===== config.mk =====
export PLATFORM = sky130hd
export DESIGN_NAME = c3sg_window_mac
export DESIGN_NICKNAME = d
export VERILOG_FILES = /design/src/sv/c3sg_pkg.sv /design/src/sv/c3sg_window_mac.sv
export SDC_FILE = /design/constraint.sdc
export NUM_CORES = 2
export LEC_CHECK = 0
export BUFFER_PORTS_ARGS = -buffer_cell sky130_fd_sc_hd__buf_2
export CAP_MARGIN = 30
export CORE_MARGIN = 5
export CORE_UTILIZATION = 55
export DETAILED_ROUTE_END_ITERATION = 8
export GPL_ROUTABILITY_DRIVEN = 0
export PLACE_DENSITY = 0.78
export SYNTH_ARGS = -nofsm -noshare
export SYNTH_HDL_FRONTEND = slang
export SYNTH_SLANG_ARGS = --single-unit

===== constraint.sdc =====
create_clock -name i_clk -period 7.3 [get_ports i_clk]
set_input_delay 0.365 -clock i_clk [delete_from_list [all_inputs] [get_ports i_clk]]
set_output_delay 0.365 -clock i_clk [all_outputs]
set_load 0.01 [all_outputs]

===== src/sv/c3sg_pkg.sv =====
// Shared types, constants and tables for the 3x3 convolution / Sobel gradient filter.
package c3sg_pkg;

    // Defaults for the top-level parameters
    localparam int MAX_WIDTH_DEF  = 1024;
    localparam int MAX_HEIGHT_DEF = 1024;
    localparam int COEF_BITS_DEF  = 16;

    // Fixed field widths
    localparam int PIX_W      = 8;
    localparam int CONV_W     = 32;
    localparam int CFG_IDX_W  = 3;
    localparam int CFG_DATA_W = 48;
    localparam int SLOT_W     = 16;
    localparam int SIZE_CFG_W = 11;
    // Frame sizes are compared at this width (covers sizes up to 8191)
    localparam int DIM_W      = 13;

    localparam int MIN_DIM    = 3;
    localparam int SIZE_RESET = 1024;

    // Configuration register indexes
    typedef enum logic [CFG_IDX_W-1:0] {
        REG_KMODE  = 3'd0,
        REG_KTOP   = 3'd1,
        REG_KMID   = 3'd2,
        REG_KBOT   = 3'd3,
        REG_WIDTH  = 3'd4,
        REG_HEIGHT = 3'd5
    } t_reg;

    // Kernel select
    typedef enum logic [1:0] {
        KM_USER    = 2'd0,
        KM_SOBEL_X = 2'd1,
        KM_SOBEL_Y = 2'd2
    } t_kmode;

    // Fixed masks, row-major, top row first, 3-bit two's complement
    localparam logic [2:0] SOBEL_X [9] = '{
        3'b111, 3'b000, 3'b001,
        3'b110, 3'b000, 3'b010,
        3'b111, 3'b000, 3'b001
    };
    localparam logic [2:0] SOBEL_Y [9] = '{
        3'b001, 3'b010, 3'b001,
        3'b000, 3'b000, 3'b000,
        3'b111, 3'b110, 3'b111
    };

    // Fraction byte of 256*r/9 for a remainder r of a division by 9
    function automatic logic [PIX_W-1:0] frac9(input logic [3:0] rem);
        logic [PIX_W-1:0] f;
        case (rem)
            4'd0:    f = 8'd0;
            4'd1:    f = 8'd28;
            4'd2:    f = 8'd56;
            4'd3:    f = 8'd85;
            4'd4:    f = 8'd113;
            4'd5:    f = 8'd142;
            4'd6:    f = 8'd170;
            4'd7:    f = 8'd199;
            4'd8:    f = 8'd227;
            default: f = 8'd0;
        endcase
        return f;
    endfunction

endpackage


===== src/sv/c3sg_window_mac.sv =====
// 3x3 window register, kernel select, nine products and the three row sums.
module c3sg_window_mac #(
    parameter int MAX_WIDTH  = 1024,
    parameter int MAX_HEIGHT = 1024,
    parameter int COEF_BITS  = 16
) (
    input  logic                                    i_clk,
    input  logic                                    i_rst_n,
    // from the line buffer
    input  logic                                    i_valid,
    output logic                                    o_take,
    input  logic [c3sg_pkg::PIX_W-1:0]              i_pixel,
    input  logic [c3sg_pkg::PIX_W-1:0]              i_above1,
    input  logic [c3sg_pkg::PIX_W-1:0]              i_above2,
    input  logic                                    i_emit,
    input  logic [$clog2(MAX_HEIGHT)-1:0]           i_row,
    input  logic [$clog2(MAX_WIDTH)-1:0]            i_col,
    input  logic                                    i_last,
    // kernel configuration
    input  logic [1:0]                              i_kmode,
    input  logic [2:0][c3sg_pkg::CFG_DATA_W-1:0]    i_krows,
    // row sums out
    input  logic                                    i_take,
    output logic                                    o_valid,
    output logic [2:0][COEF_BITS+c3sg_pkg::PIX_W+1:0] o_rsum,
    output logic [$clog2(MAX_HEIGHT)-1:0]           o_row,
    output logic [$clog2(MAX_WIDTH)-1:0]            o_col,
    output logic                                    o_last
);
    import c3sg_pkg::*;

    localparam int CW   = $clog2(MAX_WIDTH);
    localparam int RW   = $clog2(MAX_HEIGHT);
    localparam int P_W  = COEF_BITS + PIX_W + 1;
    localparam int RS_W = P_W + 1;

    logic [PIX_W-1:0]            r_win [9];
    logic                        r_v2, r_v3, r_v4;
    logic                        r_emit2;
    logic [RW-1:0]               r_row2, r_row3, r_row4;
    logic [CW-1:0]               r_col2, r_col3, r_col4;
    logic                        r_last2, r_last3, r_last4;
    logic signed [P_W-1:0]       r_prod [9];
    logic signed [RS_W-1:0]      r_rsum [3];

    logic                        ld2, ld3, ld4;
    logic                        mode_ok;
    logic signed [COEF_BITS-1:0] coef [9];

    assign ld4    = !r_v4 || i_take;
    assign ld3    = !r_v3 || ld4;
    assign ld2    = !r_v2 || ld3;
    assign o_take = ld2;

    assign mode_ok = (i_kmode == KM_USER) || (i_kmode == KM_SOBEL_X)
                  || (i_kmode == KM_SOBEL_Y);

    // Coefficient select
    always_comb begin
        for (int i = 0; i < 3; i++) begin
            for (int j = 0; j < 3; j++) begin
                case (t_kmode'(i_kmode))
                    KM_USER:
                        coef[i*3+j] = i_krows[i][SLOT_W*j +: COEF_BITS];
                    KM_SOBEL_X:
                        coef[i*3+j] = {{(COEF_BITS-3){SOBEL_X[i*3+j][2]}},
                                       SOBEL_X[i*3+j]};
                    KM_SOBEL_Y:
                        coef[i*3+j] = {{(COEF_BITS-3){SOBEL_Y[i*3+j][2]}},
                                       SOBEL_Y[i*3+j]};
                    default:
                        coef[i*3+j] = '0;
                endcase
            end
        end
    end

    // Window shift: one column per word, newest column on the right
    always_ff @(posedge i_clk) begin
        if (!i_rst_n) begin
            for (int k = 0; k < 9; k++) begin
                r_win[k] <= '0;
            end
        end else if (i_valid && ld2) begin
            for (int i = 0; i < 3; i++) begin
                r_win[i*3+0] <= r_win[i*3+1];
                r_win[i*3+1] <= r_win[i*3+2];
            end
            r_win[2] <= i_above2;
            r_win[5] <= i_above1;
            r_win[8] <= i_pixel;
        end
    end

    // Stage valids; only interior words with a valid kernel mode go past the window stage
    always_ff @(posedge i_clk) begin
        if (!i_rst_n) begin
            r_v2 <= 1'b0;
            r_v3 <= 1'b0;
            r_v4 <= 1'b0;
        end else begin
            if (ld2) begin
                r_v2 <= i_valid;
            end
            if (ld3) begin
                r_v3 <= r_v2 && r_emit2 && mode_ok;
            end
            if (ld4) begin
                r_v4 <= r_v3;
            end
        end
    end

    // Stage 2: position info of the window just formed
    always_ff @(posedge i_clk) begin
        if (i_valid && ld2) begin
            r_emit2 <= i_emit;
            r_row2  <= i_row;
            r_col2  <= i_col;
            r_last2 <= i_last;
        end
    end

    // Stage 3: products
    always_ff @(posedge i_clk) begin
        if (ld3) begin
            for (int k = 0; k < 9; k++) begin
                r_prod[k] <= P_W'(coef[k]) * P_W'($signed({1'b0, r_win[k]}));
            end
            r_row3  <= r_row2;
            r_col3  <= r_col2;
            r_last3 <= r_last2;
        end
    end

    // Stage 4: row sums
    always_ff @(posedge i_clk) begin
        if (ld4) begin
            for (int i = 0; i < 3; i++) begin
                r_rsum[i] <= RS_W'(r_prod[i*3]) + RS_W'(r_prod[i*3+1])
                           + RS_W'(r_prod[i*3+2]);
            end
            r_row4  <= r_row3;
            r_col4  <= r_col3;
            r_last4 <= r_last3;
        end
    end

    assign o_valid   = r_v4;
    assign o_rsum[0] = r_rsum[0];
    assign o_rsum[1] = r_rsum[1];
    assign o_rsum[2] = r_rsum[2];
    assign o_row     = r_row4;
    assign o_col     = r_col4;
    assign o_last    = r_last4;
endmodule


Word-level counts from Yosys, hierarchy flattened:

Memory sizes are Yosys's and may differ from the RTL's.
Cells that the tools add are included.
Widths: inputs -> output; s select.

* input bits: 196
* register bits after elaboration: 67
* output and inout port bits: 101
* memory bits (writable): 375
* word-level logic and storage cells: 81
* memories: 3

* muxes and demuxes: 26
* $mul: 9
* equality and inequality tests: 2
* reduce and logical (&&, ||, !) cells: 13
* bitwise operators: 9
* $add $sub $neg: 6

Memories
* r_prod: words 9, width 25, read ports 9, clocked after memory_dff 0, write ports 9, RTL line c3sg_window_mac.sv:43 `logic signed [P_W-1:0] r_prod [9];`
* r_rsum: words 3, width 26, read ports 3, clocked after memory_dff 0, write ports 3, RTL line c3sg_window_mac.sv:44 `logic signed [RS_W-1:0] r_rsum [3];`
* r_win: words 9, width 8, read ports 9, clocked after memory_dff 0, write ports 9, RTL line c3sg_window_mac.sv:37 `logic [PIX_W-1:0] r_win [9];`

Operators with widths (count)
* $mul 16x9->25: 9
* $pmux 16 s2: 6
* $pmux 16 s3: 2
* $add 25x25->26: 3
* $add 26x25->26: 3
* $mux 8: 9
* $mux 16: 1
* $or 1x1->1: 9
* $mux 1: 8
* $logic_or 1x1->1: 5
* $logic_and 1x1->1: 3
* $logic_not 1->1: 3
* $eq 2x1->1 const B: 1
* $eq 2x2->1 const B: 1
* $logic_not 2->1: 1
* $reduce_or 2->1: 1

Logic depth before layout (Yosys ltp):

* depth in word-level cells: 9
* depth in mapped cells: 26
* mapped depth without buffers: 24

Worst setup path before layout:

OpenSTA, ideal clock, no wires.

* kind: register -> register
* start point: register r_v4 (netlist: o_valid)
* end point: register r_col3[0] (enable)
* clock period less this slack: 6.569 ns
* required time: 5.401 ns
* data arrival time: 4.671 ns
* buffers on the path: 0
* path slack: 0.731 ns
* library setup time: 1.899 ns
* cell stages (with the launch flop): 3
* path through: dfxtp_1 -> nor2b_1 -> nand2_1

* cells in the longest elaborated chain, start to end: 3

Ends and longest elaborated chain
* start: declaration: RTL line c3sg_window_mac.sv:38 `logic r_v2, r_v3, r_v4;`
* start signal: assignment: RTL line c3sg_window_mac.sv:109 `r_v4 <= r_v3;`
* $logic_not 1->1: RTL line c3sg_window_mac.sv:50 `assign ld4 = !r_v4 || i_take;`
* $logic_or 1x1->1: RTL line c3sg_window_mac.sv:50
* $logic_or 1x1->1: RTL line c3sg_window_mac.sv:51 `assign ld3 = !r_v3 || ld4;`
* named net ld3: RTL line c3sg_window_mac.sv:46 `logic ld2, ld3, ld4;`
* end signal: assignment: RTL line c3sg_window_mac.sv:131 `r_col3 <= r_col2;`
* end: declaration: RTL line c3sg_window_mac.sv:41 `logic [CW-1:0] r_col2, r_col3, r_col4;`

The timed path passes the listed nets, and every way through them passes these cells.
A chain may end at the register's enable or synchronous reset.

==> results.txt <==
CTS Root Buffer Type: clkbuf_16
Synth area leaders: fa_1, edfxtp_1, ha_1, inv_1, and3_1
Unique cell type count in the Yosys netlist: 68
DRT antenna net count: 0
FF-to-FF Start: r_win[0][32]
Critical Path End Type: flip-flop
Critical path type: input pin to flip-flop
Setup TNS: 0 ns
Syn nets: 7,883
Syn avg cell area: 9.91 um^2
Clock Sinks: 442
Die width: 343 um
Clock transition at path regs: 0.06 ns
Crit-path cells: buf_2 > inv_1 > ha_4 > buf_4 > a21oi_1 > nor2_1 > and2_1 > ha_1 > inv_1 > fa_1 > inv_1 > fa_1 > inv_1 > fa_1 > inv_1 > ha_1 > o21a_1 > nor2_1 > a211oi_1 > o31ai_1 > a31oi_1 > a221o_1 > a21oi_1 > xnor2_1
Post-synth ARST share: 0%
RSZ-0062 raised after global routing: no
Layout cells sized above 1: 6.84%
Antenna violations before repair: 28
Post-synth EDFFs: 439
CP arrival: 6.56 ns
Critical path's slowest cell: nor2_1
Buf/Inv on CP: 7
Iteration count of the initial detailed-routing pass: 5
Gate count after technology mapping: 6,163
CP max stage delay: 0.57 ns
Final Max Slew Viols: 0
GRT Overall Usage: 24.9%
Synth top area share: 32.6%
WL final: 144,000 um
Min-delay worst type: input pin to flip-flop
Drt drc: 0
Clk Latency, worst-skew pair: 0.64 ns
Number of synthesized register bits: 442
Worst setup path start: i_kmode[1]
Cell taking the most area after synthesis: fa_1
Critical Path RT: 7.69 ns
CTS buffer count: 54
Max VDD drop: 0.228 mV
Htree depth: 2
Area of placed instances: 64,200 um^2
Startpoint types: input pin
Nets: 8,136
Slew Limit Headroom: 43.6%
Initial DRC Count: 3,212
Die H: 343 um
Mapped cell area: 61,100 um^2
Vias in the first global route: 45,571
MaxCap Viol Count: 0
Grt total ovfl: 0
DR WL/cell: 18.1 um
Min-delay src: i_pixel[5]
Predominant post-synthesis flop cell: edfxtp_1
YS warnings: 0
Sequential share of the synthesized area: 21.7%
Worst Skew: 0.0383 ns
FMAX: 0.162 GHz
Die area: 118,000 um^2
Core area: 111,000 um^2
Vias per inst: 5.47
Final Instance Area: 66,300 um^2
Min cycle time layout: 6.16 ns
Initial Util: 55.3%
Fin crit share: 84.4%
CTS tree: built
P_leak: 35.8 nW
CP dominant cell by count: inv_1
Final hold vios: 0
Std-Cell Rows: 122
Port Buf Inserts: 296
Worst slew pin tran: 0.836 ns
CP Max Fanout: 72
Final setup vio count: 0
Family with the most delay on the worst path: adder cells
Post CTS Setup Buffer Count: 0
Power per cell area: 226 nW/um^2
Setup slack, reg-to-reg: 1.58 ns
First-pass GRT wire length: 235,000 um
Vias: 43,588
Area grow syn2layout: 8.61%
Largest net degree at the start of global routing: 144
I/O Pins: 297
CTS max path bufs: 3
DP Wirelength: 116,000 um
Outcome: completed
## cells by family after synthesis
logic type	synth area share [%]
adder cells (fa/ha/maj)	43.5
flip-flops	21.7
XOR/XNOR	3.79
multiplexers	0.0328
AND/OR/NAND/NOR	14.6
buffers and inverters	9.72
AO/OA/AOI/OAI	6.72
## cells in the final DEF (no fill, tap or decap), types with 7 or more instances in the layout
master and n:
o21a_1 42, nor3_1 29, and3_1 401, nand2_1 480, o21ai_1 9, fa_1 996, clkbuf_16 55, diode_2 14
inv_1 1413, clkbuf_1 7, a21oi_1 215, o21bai_1 33, a211oi_1 19, o21ai_0 88, nand3_1 193, clkinv_2 8
a21o_1 127, nor2_1 133, or2_2 8, dlygate4sd3_1 34, xor2_1 66, buf_4 28, a31oi_1 25, clkinvlp_4 7
buf_2 296, and2_1 375, nand2b_1 28, edfxtp_1 439, ha_1 527, or3_1 12, xnor2_1 198, nor2b_1 28
clkinv_1 7
## per-stage QoR
stage / util [%] / total power [mW] / hold slack (ns) / instances / setup slack [ns]
final: 60.0 / 15.0 / 0.0443 / 7962 / 1.14
after floorplan: - / 9.84 / 0.400 / 6163 / 0.731
after global placement: 58.0 / 12.0 / 0.400 / 7809 / 0.644
after CTS: 60.0 / 15.0 / 0.000309 / 7946 / 1.17
after detailed placement: 58.1 / 12.2 / 0.406 / 7812 / 0.542
after global routing: 60.0 / 16.1 / 0.0242 / 7952 / 0.765
## routing by layer
metal | track usage [%] | up-vias | routed length, um
li1 | - | 19999 | -
met1 | 32.8 | 21729 | 57700
met2 | 41.9 | 1568 | 69500
met3 | 4.91 | 276 | 12100
met4 | 7.78 | 16 | 4630
met5 | 0 | - | 108
## flip-flops by register name (all words and copies together) (netlist names), 10 cells and up
register,cells
r_win,72
o_col,10
r_rsum,78
r_col2,10
r_row2,10
r_row3,10
r_prod,225
r_col3,10
o_row,10
## repair_timing
item                                    4_1_cts  5_1_grt
hold buffers                                 34        0
endpoints found under the hold margin        34        0
gates resized for setup                       0        0
endpoints found under the setup margin        0        0
## path summary, 6_finish.rpt
path	cells after the start	end
max	24	r_prod[0][23]
min	2	r_win[0][69]
max reg2reg	18	r_prod[0][123]
min reg2reg	0	r_row3[2]
## synth_stat cells (4+ instances only)
master        n
o21bai_1     33
or2_2         8
o21a_1       42
a221o_1       4
o2111ai_1     5
edfxtp_1    439
a21o_1      127
nor3_1       29
inv_1      1414
clkbuf_1    161
nand2b_1     29
nand3_1     193
nor2_1      133
a21oi_2       4
nand2_1     481
fa_1        996
xor2_1       66
o22ai_1       4
o21ai_0      88
nor2b_1      28
a41oi_1       4
o31ai_1       6
o211ai_1      6
a211o_1       6
o21ai_1       9
a21boi_0      5
ha_1        528
xnor2_1     198
nor4_1        4
a31oi_1      26
buf_1         5
and2_1      375
or3_1        12
a21oi_1     215
and3_1      401
a211oi_1     19
nand4_1       6
## cell type report
cell class / count / area, um^2
antenna: 14 / 35.0
clock buffer: 62 / 1400
clock inverter: 38 / 339
fill: 9149 / 44200
inverter: 1414 / 5310
multi-input combinational: 4139 / 41900
sequential: 442 / 13200
tap: 1488 / 1860
timing repair buffer: 365 / 2210
## where the power goes
group / internal, mW / leakage, nW / switching [mW]
logic: 3.23 / 30.0 / 4.60
clock network: 1.50 / 0.837 / 1.18
registers: 3.89 / 4.88 / 0.558
total: 8.63 / 35.8 / 6.34
No activity file was read; power rests on OpenSTA's default activity.
